<file path="src/rtl/core/rgbhsi_pkg.sv">
`timescale 1ns / 1ps
package rgbhsi_pkg;

    localparam int XW = 28;
    localparam int ZW = 26;
    localparam int STEPS = 17;
    localparam int RW = 19;
    localparam int DW = 11;

    typedef struct packed {
        logic signed [XW-1:0] x;
        logic signed [XW-1:0] y;
        logic signed [ZW-1:0] z;
        logic                 neg_base;
        logic                 spec;
        logic [7:0]           spec_hue;
        logic                 nz;
        logic [RW-1:0]        rem;
        logic [DW-1:0]        dv;
        logic [7:0]           q;
        logic [7:0]           inten;
    } cell_data_t;

    function automatic logic signed [ZW-1:0] atan_q16(input int i);
        logic signed [ZW-1:0] a;
        case (i)
            0: a = 26'sd2949120;
            1: a = 26'sd1740967;
            2: a = 26'sd919879;
            3: a = 26'sd466945;
            4: a = 26'sd234379;
            5: a = 26'sd117304;
            6: a = 26'sd58666;
            7: a = 26'sd29335;
            8: a = 26'sd14668;
            9: a = 26'sd7334;
            10: a = 26'sd3667;
            11: a = 26'sd1833;
            12: a = 26'sd917;
            13: a = 26'sd458;
            14: a = 26'sd229;
            15: a = 26'sd115;
            16: a = 26'sd57;
            default: a = '0;
        endcase
        return a;
    endfunction

    function automatic logic signed [XW-1:0] shr_tz(input logic signed [XW-1:0] v,
                                                    input logic [4:0] s);
        logic signed [XW-1:0] r;
        if (v < 0)
            r = -((-v) >>> s);
        else
            r = v >>> s;
        return r;
    endfunction

endpackage

</file>
<file path="src/rtl/core/rgbhsi_cell.sv">
`timescale 1ns / 1ps
module rgbhsi_cell #(
    parameter int IDX = 0
) (
    input  logic                    clk,
    input  logic                    rst_n,
    input  logic                    en,
    input  logic                    in_valid,
    input  rgbhsi_pkg::cell_data_t  in_data,
    output logic                    out_valid,
    output rgbhsi_pkg::cell_data_t  out_data
);

    localparam int QB = (IDX < 8) ? 7 - IDX : 0;

    rgbhsi_pkg::cell_data_t data_next;
    rgbhsi_pkg::cell_data_t data_reg;
    logic                   valid_reg;

    always_comb
    begin
        logic signed [rgbhsi_pkg::XW-1:0] xs;
        logic signed [rgbhsi_pkg::XW-1:0] ys;
        logic [rgbhsi_pkg::RW-1:0]        dsh;
        data_next = in_data;
        xs = rgbhsi_pkg::shr_tz(in_data.x, 5'(IDX));
        ys = rgbhsi_pkg::shr_tz(in_data.y, 5'(IDX));
        dsh = '0;
        if (!in_data.y[rgbhsi_pkg::XW-1])
        begin
            data_next.x = in_data.x + ys;
            data_next.y = in_data.y - xs;
            data_next.z = in_data.z + rgbhsi_pkg::atan_q16(IDX);
        end
        else
        begin
            data_next.x = in_data.x - ys;
            data_next.y = in_data.y + xs;
            data_next.z = in_data.z - rgbhsi_pkg::atan_q16(IDX);
        end
        if (IDX < 8)
        begin
            dsh = rgbhsi_pkg::RW'(in_data.dv) << 3'(QB);
            if (in_data.rem >= dsh)
            begin
                data_next.rem = in_data.rem - dsh;
                data_next.q[3'(QB)] = 1'b1;
            end
        end
    end

    always_ff @(posedge clk or negedge rst_n)
    begin
        if (!rst_n)
            valid_reg <= 1'b0;
        else if (en)
            valid_reg <= in_valid;
    end

    always_ff @(posedge clk)
    begin
        if (en)
            data_reg <= data_next;
    end

    assign out_valid = valid_reg;
    assign out_data  = data_reg;

endmodule

</file>
<file path="config.mk">
export PLATFORM = sky130hd
export DESIGN_NAME = rgbhsi_cell
export DESIGN_NICKNAME = d
export VERILOG_FILES = /design/src/rtl/core/rgbhsi_pkg.sv /design/src/rtl/core/rgbhsi_cell.sv
export SDC_FILE = /design/constraint.sdc
export NUM_CORES = 1
export LEC_CHECK = 0
export CORE_UTILIZATION = 29
export DETAILED_ROUTE_END_ITERATION = 8
export DONT_BUFFER_PORTS = 1
export GPL_TIMING_DRIVEN = 1
export PLACE_DENSITY = 0.47
export SETUP_SLACK_MARGIN = 0.02
export SYNTH_ARGS = -nofsm -noshare
export SYNTH_HDL_FRONTEND = slang
export SYNTH_SLANG_ARGS = --single-unit
export TNS_END_PERCENT = 20
</file>
<file path="constraint.sdc">
create_clock -name clk -period 1.3 [get_ports clk]
set_clock_uncertainty 0.2 [all_clocks]
set_input_delay 0.13 -clock clk [delete_from_list [all_inputs] [get_ports clk]]
set_output_delay 0.13 -clock clk [all_outputs]
set_load 0.01 [all_outputs]
</file>
* After elaboration in Yosys (flattened, before gate mapping)
Index checks and enable logic that the tools add are counted.
Storage, ports and cells: register bits 140, input port bits 143, output and inout port bits 140, word-level logic and storage cells 30
Operators by class: $add $sub $neg 11, order comparisons 3, multiplexer cells 4
Operators by type and width (count):
- 28-bit negation | 4
- 82-bit two-way mux | 1
- 28-bit adder | 2
- 28-bit by 1-bit < comparator with 1-bit output, second input constant | 2
- 28-bit two-way mux | 2
- 28-bit subtractor | 2
- 26-bit by 23-bit adder with 26-bit output, second input constant | 1
- 26-bit by 23-bit subtractor with 26-bit output, second input constant | 1
- 19-bit by 18-bit >= comparator with 1-bit output | 1
- 19-bit two-way mux | 1
- 19-bit by 18-bit subtractor with 19-bit output | 1

* Depth between registers and ports, before layout
Gate-level depths: netlist of run 1.
depth in word-level cells 5, mapped depth 18, depth with buffers taken out 18

* Least setup slack after synthesis of run 1
OpenSTA, ideal clock, no wires.
kind input-to-reg, start input in_data[112] in the netlist's numbering, end register data_reg (netlist bit out_data[110]), data pin, setup time 258 ps, data arrival time 3279 ps, slack -2436 ps, cell stages on the path 18, buffers on the path 1, path through inv_1 ha_1 nand2b_1 or4_1 or2_2 nor4_4 and2_2 a21oi_1 xor2_1 ha_1 clkbuf_1 a21o_1 a21o_1 a21oi_1 o22a_1 o31ai_1 o221a_2 xnor2_1
RTL lines:
- start, declared | RTL line rgbhsi_cell.sv:9 | input rgbhsi_pkg::cell_data_t in_data,
- end signal, assigned | RTL line rgbhsi_cell.sv:63 | data_reg <= data_next;
- end, declared | RTL line rgbhsi_cell.sv:17 | rgbhsi_pkg::cell_data_t data_reg;

==> impl_metrics.json, run 1 <==
{
  "outcome": "complete, but fails checks",
  "violations": "negative hold slack, negative setup slack",
  "final.period_utilization_pct": 244.8,
  "antennaDiodeCount": 0,
  "layout_setup_ws_ps": -1882,
  "min-delay-start": "en",
  "ys_ff_latch": 139,
  "period_needed_ps": 3182,
  "syn_avg_cell_area_um2": 10.87,
  "holdWs_ps": -373.4,
  "async_flop_share_pct": 0.7194,
  "slew_violations": 0,
  "hold_viol": 159,
  "synth_edf_count": 138,
  "path_clk_slew_ps": 70,
  "htree_levels": 4,
  "clockBufferDepth": 2,
  "fp.coreArea_um2": 31470,
  "drive_above_1_share_pct": 35.58,
  "drv_cap": 0,
  "synthToLayoutAreaGrowth_pct": 48.35,
  "grt.overflow.total": 0,
  "worstMarginPinSlew_ps": 433.0,
  "layout_commonest_cell": "buf_4",
  "antenna_found_initial": 0,
  "synth_cell_types": 81,
  "synth_largest_area_cell": "edfxtp_1",
  "dr_total_vias": 7689,
  "numCtsBuffers": 17,
  "dpl.hpwl_um": 20550,
  "grt_pass1_wl_um": 43540,
  "numPortBuffers": 0,
  "vias_per_cell": 4.791,
  "r2r_start": "out_valid$_DFFE_PN0P_",
  "drt-initial-drc-count": 358,
  "die_y_um": 180.6,
  "critPathLaunch": "in_data[112]",
  "syn-instance-count": 851,
  "slew_headroom_pct": 70.75,
  "wl_um": 28260,
  "cts_sinks": 139,
  "wl_per_cell_um": 17.61,
  "die_w_um": 180.6,
  "required_ps": 1280,
  "synth-warning-count": 0,
  "grt_max_degree": 140,
  "setup-violations-final": 70,
  "hold_class": "in -> reg",
  "ys_seq_area_share_pct": 45.05,
  "syn-cell-area_um2": 9254,
  "synth_top_area_share_pct": 44.78,
  "ant_nets": 0,
  "nets": 1417,
  "track_usage_pct": 17.26,
  "rsz0062_at_grt": "true",
  "ys_top_cells_by_area": "edfxtp_1 45%, ha_1 11%, xnor2_1 6.7%",
  "die-area_um2": 32630,
  "critPathMaxFanout": 5,
  "max-vdd-ir-drop_mv": 0.9117,
  "worstSetupEndpointType": "register",
  "initial_utilization_pct": 29.40,
  "clkLatencyLatePin_ps": 420,
  "pin_count": 283,
  "dominantRegCellSynth": "edfxtp_1",
  "powerDensity_nw_per_um2": 1219,
  "root_buffer": "clkbuf_16",
  "rows": 65,
  "drt_first_pass_iters": 4,
  "routabilityCongestion": 0.8681,
  "cp-start-kind": "input pin",
  "syn-num-nets": 1077,
  "cts_tree": "done",
  "grt_pass1_vias": 7897,
  "drc_errors": 0,
  "max_freq_ghz": 0.3142,
  "tns_ps": -77460,
  "p_leak_nw": 5.610,
  "final_cell_mix": "237 x buf_4, 138 x edfxtp_1, 84 x dlygate4sd3_1",
  "critPathKind": "in -> reg",
  "arrival_ps": 3160
}
[power by group]
group / switching, mW / total, mW / internal, mW
Clock: 2.17 / 5.24 / 3.07
Sequential: 0.640 / 6.48 / 5.84
Combinational: 2.28 / 5.02 / 2.74
[worst max-delay path: stages]
cell	delay (ps)
inv_12	30
ha_4	130
nand2b_4	50
or4_4	430
or2_4	260
nor4_4	220
and2_4	250
a21oi_2	60
xor2_1	140
ha_1	320
a21o_1	160
a21o_1	160
a21oi_2	160
o22a_1	190
o31ai_4	100
o221a_2	250
xnor2_1	120
[Yosys cell counts (5+ instances only)]
| cell | number |
|---|---|
| inv_1 | 48 |
| clkbuf_1 | 9 |
| o21ai_0 | 29 |
| edfxtp_1 | 138 |
| a211oi_1 | 5 |
| or3_1 | 6 |
| and2_1 | 6 |
| o31ai_1 | 8 |
| nand2b_1 | 9 |
| a21oi_1 | 85 |
| o21a_1 | 8 |
| a21o_1 | 21 |
| nor2_1 | 73 |
| nor3_1 | 22 |
| xnor2_1 | 71 |
| nand2_1 | 37 |
| nand3_1 | 23 |
| xor2_1 | 39 |
| o21bai_1 | 6 |
| and3_1 | 8 |
| a31oi_1 | 12 |
| nand4_1 | 5 |
| ha_1 | 79 |
| mux2_2 | 8 |
| nor2b_1 | 6 |
[metrics by stage]
step	cell area, um^2	util (%)	setup slack [ps]	power (mW)	std cells
after global placement	11580	36.80	-2361	10.82	1473
after global routing	13730	43.62	-2056	17.64	1605
after detailed placement	11580	36.80	-2386	10.80	1473
after CTS	13400	42.59	-1838	16.77	1592
final	13730	43.62	-1882	16.74	1605
after floorplan	9394	-	-2226	8.974	851
[registers in the layout (all words and copies together) (netlist names)]
signal	flops
out_data	138
out_valid	1
[routing by layer]
metal  share of wire (%)  vias to the layer above  track usage (%)
met5                   0                        -                0
met4                 1.6                        0            5.197
met1                  42                     3575            20.24
li1                    -                     3849                -
met3                 7.2                       29            5.416
met2                  49                      236            29.93
[area by class of cell]
type                       instances  area [um^2]
sequential                       139         4169
multi-input combinational        649         5441
clock inverter                    14        186.4
timing repair buffer             336         2780
inverter                          48        222.7
clock buffer                      17        425.4
tap                              402        503.0
fill                            2998        17750
[path summary, 6_finish.rpt]
kind                                            to  cells past startpoint  slack, ps
min in group asynchronous    out_valid$_DFFE_PN0P_                      2        250
min reg2reg                  out_valid$_DFFE_PN0P_                      1        380
max reg2reg                  out_valid$_DFFE_PN0P_                      1        310
min                         out_data[88]$_DFFE_PP_                      0       -370
max in group asynchronous    out_valid$_DFFE_PN0P_                      2        540
max                        out_data[110]$_DFFE_PP_                     17      -1880
[cells by family (layout without fill, tap and decap cells)]
| kind of cell | Yosys count | count (layout) | share of synthesized area (%) |
|---|---|---|---|
| simple gates | 228 | 228 | 13.26 |
| compound gates | 217 | 217 | 15.58 |
| flops | 139 | 139 | 45.05 |
| xor+xnor | 111 | 111 | 10.71 |
| fa+ha+maj | 83 | 83 | 11.55 |
| buf+inv | 63 | 415 | 2.664 |
| mux | 10 | 10 | 1.190 |
[repair_timing]
action / 4_1_cts / 5_1_grt
hold buffers: 83 / 6
resized for setup: 85 / 59
buffers inserted: 5 / 7
hold endpoints to repair: 246 / 163
setup endpoints to repair: 73 / 77
pin swaps: 32 / 24
No activity file was read; power rests on OpenSTA's default activity.
==> run 2, diff against run 1 <==
--- a/config.mk
+++ b/config.mk
@@ -6,10 +6,11 @@
 export NUM_CORES = 1
 export LEC_CHECK = 0
 export CORE_UTILIZATION = 29
+export CTS_CLUSTER_DIAMETER = 150
 export DETAILED_ROUTE_END_ITERATION = 8
 export DONT_BUFFER_PORTS = 1
 export GPL_TIMING_DRIVEN = 1
-export PLACE_DENSITY = 0.47
+export PLACE_DENSITY_LB_ADDON = 0.05
 export SETUP_SLACK_MARGIN = 0.02
 export SYNTH_ARGS = -nofsm -noshare
 export SYNTH_HDL_FRONTEND = slang
==> run 2 against run 1 <==
Effect of this change: the run still ends with negative hold slack, negative setup slack left; global-route usage shrank 0.27 points; critical path depth did not move; final cell count is 0.69% lower; utilization fell by 0.36 points; sequential power about the same; maximum frequency fell by 1.1%; worst setup slack lost 35 ps; final area down 0.83%; sequential share of layout area up 0.25 points; clock power is 5.2% lower; register-to-register slack hardly changed; worst hold slack gained 4.8 ps; critical endpoint unchanged.
==> impl_metrics.json, run 2 (synthesis results as in run 1) <==
{
  "clkLatencyLatePin_ps": 420,
  "final.period_utilization_pct": 247.5,
  "synthToLayoutAreaGrowth_pct": 47.12,
  "hold_viol": 160,
  "place_ws_ps": -2358,
  "numPortBuffers": 0,
  "wl_per_cell_um": 17.36,
  "worst_path_max_delay_cell": "or4_4",
  "holdWs_ps": -368.6,
  "violations": "negative hold slack, negative setup slack",
  "period_needed_ps": 3218,
  "final_cell_mix": "229 x buf_4, 138 x edfxtp_1, 81 x dlygate4sd3_1",
  "dpl.hpwl_um": 20610,
  "antennaDiodeCount": 0,
  "fillers": 2971,
  "drv_cap": 0,
  "nets": 1405,
  "grt_pass1_vias": 7926,
  "max_freq_ghz": 0.3108,
  "setup-violations-final": 71,
  "slew_violations": 0,
  "layout_setup_ws_ps": -1918,
  "drt-initial-drc-count": 264,
  "placedCellCount": 1465,
  "layout_commonest_cell": "buf_4",
  "cpPeakStageDelay_ps": 420,
  "pin_count": 283,
  "arrival_ps": 3210,
  "critPathLaunch": "in_data[111]",
  "power_switching_mw": 5.106,
  "drc_errors": 0,
  "grt_pass1_wl_um": 43310,
  "p_seq_share_pct": 39.6,
  "fp.coreArea_um2": 31470,
  "sw_frac_of_total_pct": 31.15,
  "rows": 65,
  "required_ps": 1290,
  "intPower_mw": 11.28,
  "power_frac_clock_pct": 30.3,
  "wl_um": 27670,
  "critPathMaxFanout": 5,
  "slew_headroom_pct": 74.59,
  "grt.overflow.total": 0,
  "cts_tree": "done",
  "critPathKind": "in -> reg",
  "root_buffer": "clkbuf_16",
  "largest_reg_flops": 138,
  "drive_above_1_share_pct": 34.82,
  "die_w_um": 180.6,
  "initial_utilization_pct": 29.40,
  "powerDensity_nw_per_um2": 1204,
  "antenna_found_initial": 0,
  "cts_sinks": 139,
  "holdPathStages": 0,
  "htree_levels": 4,
  "r2r_start": "out_valid$_DFFE_PN0P_",
  "r2r_cells": 1,
  "cp-start-kind": "input pin",
  "rsz0062_at_grt": "true",
  "grt_max_degree": 140,
  "path_cells": "clkinv_16 -> ha_4 -> nand2b_4 -> or4_4 -> or2_4 -> nor4_4 -> and2_4 -> a21oi_2 -> xor2_1 -> ha_1 -> a21o_1 -> a21o_1 -> a21oi_2 -> o22a_1 -> o31ai_4 -> o221a_2 -> xnor2_1",
  "hold_class": "in -> reg",
  "p_leak_nw": 5.525,
  "die-area_um2": 32630,
  "worstSetupEndpointType": "register",
  "worstMarginPinSlew_ps": 376.2,
  "drt_first_pass_iters": 4,
  "path_clk_slew_ps": 70,
  "rrSetupSlack_ps": 300,
  "dr_total_vias": 7576,
  "track_usage_pct": 16.99,
  "ant_nets": 0,
  "min-delay-start": "en",
  "p_comb_share_pct": 30.1,
  "rr_endpoint": "out_valid$_DFFE_PN0P_",
  "max-vdd-ir-drop_mv": 0.9046,
  "hold-path-endpoint": "out_data[105]$_DFFE_PP_",
  "numCtsBuffers": 17,
  "die_y_um": 180.6,
  "vias_per_cell": 4.753,
  "routabilityCongestion": 0.8271,
  "outcome": "complete, but fails checks",
  "finalNonFillerCells": 1594,
  "clockBufferDepth": 2
}
==> run 2: changes by cell type in the layout (fill, tap and decap cells not counted), moves of 3 or more <==
cell,delta
o31ai_1,+4
dlygate4sd3_1,-3
buf_4,-8
o31ai_2,-4
==> run 2: worst max-delay path by stage <==
stage / endpoint / slack, ps / cells past startpoint
after floorplan: out_data[110]$_DFFE_PP_ / -2230 / 18
after global placement: out_data[110]$_DFFE_PP_ / -2340 / 18
after detailed placement: out_data[110]$_DFFE_PP_ / -2360 / 18
after CTS: out_data[110]$_DFFE_PP_ / -1880 / 17
after global routing: out_data[110]$_DFFE_PP_ / -2050 / 18
final: out_data[110]$_DFFE_PP_ / -1920 / 17
==> run 2: metal layers <==
metal  GRT usage (%)  vias to the layer above  wire (um)
li1                -                     3823          -
met3           6.346                       13       2064
met4           3.829                        0        289
met2           28.45                      211      13080
met1           20.60                     3529      12240
met5               0                        -          0
==> run 2: repair_timing <==
| item | in CTS | in global routing |
|---|---|---|
| pin swaps | 33 | 32 |
| setup buffers | 4 | 8 |
| endpoints found under the setup margin | 72 | 78 |
| resized for setup | 85 | 65 |
| hold buffers | 82 | 4 |
| hold endpoints to repair | 246 | 159 |
==> run 2: per-stage QoR <==
step                hold WS (ps)  cell area (um^2)  setup TNS [ps]  total power, mW  util [%]
floorplan                 -365.6              9394          -99500            8.974         -
global placement          -365.6             11520         -112370            10.76     36.61
detailed placement        -365.6             11520         -112550            10.75     36.61
CTS                       -405.3             13270          -77560            16.36     42.16
global route              -400.8             13610          -86330            17.32     43.26
finish                    -368.6             13610          -77950            16.39     43.26
==> run 2: layout make-up <==
type                            count  area (um^2)  share of cell area [%]
Multi-Input combinational cell    649         5421                   39.82
Clock inverter                     15        173.9                   1.277
Timing Repair Buffer              324         2685                   19.72
Inverter                           48        236.5                   1.737
Sequential cell                   139         4169                   30.62
Tap cell                          402        503.0                   3.695
Clock buffer                       17        425.4                   3.125
==> run 2: power groups by stage <==
stage,sequential (mW),clock (mW),combinational [mW]
after CTS,6.51,5.15,4.70
after detailed placement,6.60,0,4.16
after global routing,6.56,5.30,5.46
final,6.49,4.97,4.94
after global placement,6.61,0,4.15
after floorplan,6.41,0,2.56
==> run 2: worst max-delay path: cells and delay by family <==
kind                     cells  cell delay (ps)
AO/OA/AOI/OAI                7             1130
XOR/XNOR                     2              260
adder cells (fa/ha/maj)      2              430
buffers and inverters        1               30
AND/OR/NAND/NOR              5             1220
==> run 3, diff against run 2 <==
--- a/config.mk
+++ b/config.mk
@@ -5,12 +5,13 @@
 export SDC_FILE = /design/constraint.sdc
 export NUM_CORES = 1
 export LEC_CHECK = 0
-export CORE_UTILIZATION = 29
+export CORE_UTILIZATION = 55
 export CTS_CLUSTER_DIAMETER = 150
+export CTS_CLUSTER_SIZE = 8
 export DETAILED_ROUTE_END_ITERATION = 8
 export DONT_BUFFER_PORTS = 1
 export GPL_TIMING_DRIVEN = 1
-export PLACE_DENSITY_LB_ADDON = 0.05
+export PLACE_DENSITY = 0.7
 export SETUP_SLACK_MARGIN = 0.02
 export SYNTH_ARGS = -nofsm -noshare
 export SYNTH_HDL_FRONTEND = slang
==> run 3 against run 2 <==
Effect of this change: the run still ends with negative hold slack, negative setup slack left; maximum frequency is 2.0% higher; final cell count is 13% lower; critical path depth stayed put; combinational power hardly changed; critical path type unchanged; critical endpoint unchanged; largest cell class unchanged.
==> impl_metrics.json, run 3 (synthesis results as in run 1) <==
{
  "holdWs_ps": -388.9,
  "ant_nets": 0,
  "numPortBuffers": 0,
  "nets": 1381,
  "path_depth": 17,
  "p_comb_share_pct": 29.9,
  "power.total_mw": 16.58,
  "vias_per_cell": 5.880,
  "dpl.hpwl_um": 19380,
  "power_switching_mw": 5.237,
  "powerDensity_nw_per_um2": 1255,
  "r2r_cells": 1,
  "fillers": 977,
  "critPathMaxFanout": 5,
  "synthToLayoutAreaGrowth_pct": 42.77,
  "wl_um": 29600,
  "p_leak_nw": 5.416,
  "sw_frac_of_total_pct": 31.58,
  "slew_headroom_pct": 67.85,
  "endpoint": "out_data[110]$_DFFE_PP_",
  "die_y_um": 131.7,
  "grt_pass1_vias": 8329,
  "busiest_layer": "met2",
  "clkLatencyLatePin_ps": 420,
  "drt_first_pass_iters": 5,
  "die_w_um": 131.7,
  "layout_commonest_cell": "buf_4",
  "rsz0062_at_grt": "true",
  "cts_tree": "done",
  "grt_pass1_wl_um": 44810,
  "max-vdd-ir-drop_mv": 1.003,
  "worstSetupEndpointType": "register",
  "wl_per_cell_um": 21.32,
  "max_freq_ghz": 0.3169,
  "drt-initial-drc-count": 595,
  "die-area_um2": 17350,
  "p_seq_share_pct": 39.4,
  "rows": 47,
  "cp-start-kind": "input pin",
  "required_ps": 1270,
  "r2r_start": "out_valid$_DFFE_PN0P_",
  "violations": "negative hold slack, negative setup slack",
  "final.period_utilization_pct": 242.7,
  "layout_setup_ws_ps": -1855,
  "critPathLaunch": "in_data[111]",
  "worst-path-buf-inv": 1,
  "antennaDiodeCount": 0,
  "fp.coreArea_um2": 16520,
  "hold_class": "in -> reg",
  "slew_violations": 0,
  "drv_cap": 0,
  "root_buffer": "clkbuf_16",
  "drc_errors": 0,
  "final_cell_mix": "210 x buf_4, 138 x edfxtp_1, 79 x dlygate4sd3_1",
  "largest_reg_flops": 138,
  "grt_use_met1_pct": 39.06,
  "worst_path_max_delay_cell": "or4_4",
  "htree_levels": 4,
  "critical_path.top_delay_family": "simple AND/OR/NAND/NOR gates",
  "setup-violations-final": 70,
  "grt_use_met3_pct": 8.873,
  "grt.overflow.total": 0,
  "path_cells": "clkinv_16 -> ha_4 -> nand2b_4 -> or4_4 -> or2_4 -> nor4_4 -> and2_4 -> a21oi_2 -> xor2_1 -> ha_1 -> a21o_1 -> a21o_1 -> a21oi_2 -> o22a_1 -> o31ai_4 -> o221a_2 -> xnor2_1",
  "track_usage_pct": 33.26,
  "critPathKind": "in -> reg",
  "dr_total_vias": 8161,
  "intPower_mw": 11.35,
  "worstMarginPinSlew_ps": 476.3,
  "drive_above_1_share_pct": 33.56,
  "numCtsBuffers": 17,
  "pin_count": 283,
  "seq_area_um2": 4169,
  "clockBufferDepth": 2,
  "power_frac_clock_pct": 30.7,
  "antenna_found_initial": 0,
  "path_clk_slew_ps": 70,
  "cts_sinks": 139,
  "cpPeakStageDelay_ps": 430,
  "arrival_ps": 3130,
  "globalRouteMet2Util_pct": 58.00,
  "multi_input_comb_area_um2": 5428,
  "rr_endpoint": "out_valid$_DFFE_PN0P_",
  "hold_viol": 155,
  "routabilityCongestion": 0.9096,
  "period_needed_ps": 3155,
  "rrSetupSlack_ps": 300,
  "grt_max_degree": 140,
  "initial_utilization_pct": 56.00,
  "outcome": "complete, but fails checks"
}
run 3: what timing repair did:
action / CTS / global route
hold buffers: 80 / 3
pin swaps: 46 / 17
gates cloned: 0 / 0
gates resized for setup: 97 / 55
endpoints found under the hold margin: 243 / 153
setup endpoints to repair: 71 / 73
buffers inserted: 7 / 3
run 3: through the flow:
| stage | util (%) | std cells | TNS, ps | worst slack [ps] | cell area [um^2] |
|---|---|---|---|---|---|
| floorplan | - | 851 | -99500 | -2226 | 9394 |
| global placement | 67.54 | 1265 | -105750 | -2275 | 11160 |
| detailed placement | 67.54 | 1265 | -108590 | -2323 | 11160 |
| CTS | 78.49 | 1382 | -77440 | -1809 | 12970 |
| global route | 79.95 | 1388 | -89740 | -1985 | 13210 |
| finish | 79.95 | 1388 | -82360 | -1855 | 13210 |
run 3: layout make-up:
type | count | area share, %
flip-flops and latches | 139 | 31.56
clock buffers | 17 | 3.220
repair buffers | 300 | 18.87
inverters | 48 | 1.799
well taps | 220 | 2.084
clock inverters | 15 | 1.383
multi-input cells | 649 | 41.08
run 3: how the worst min path moves through the flow:
| stage | from | end | slack (ps) | depth (start not counted) |
|---|---|---|---|---|
| 3_5_place_dp | rst_n | out_valid$_DFFE_PN0P_ | -370 | 0 |
| 6_report | en | out_data[104]$_DFFE_PP_ | -390 | 0 |
| 4_1_cts | en | out_data[104]$_DFFE_PP_ | -390 | 0 |
| 5_1_grt | en | out_data[89]$_DFFE_PP_ | -400 | 0 |
| 2_1_floorplan | rst_n | out_valid$_DFFE_PN0P_ | -370 | 0 |
| 3_3_place_gp | rst_n | out_valid$_DFFE_PN0P_ | -370 | 0 |
run 3: layer usage:
layer,up-vias,routed length (um)
met1,3907,11450
met3,77,2473
met5,-,0
met2,411,14630
li1,3766,-
met4,0,1047
run 3: power by group through the flow:
stage | combinational [mW] | sequential [mW] | clock (mW)
floorplan | 2.56 | 6.41 | 0
global placement | 3.93 | 6.59 | 0
detailed placement | 4.05 | 6.59 | 0
CTS | 4.66 | 6.52 | 5.08
global route | 5.35 | 6.55 | 5.32
finish | 4.95 | 6.53 | 5.10
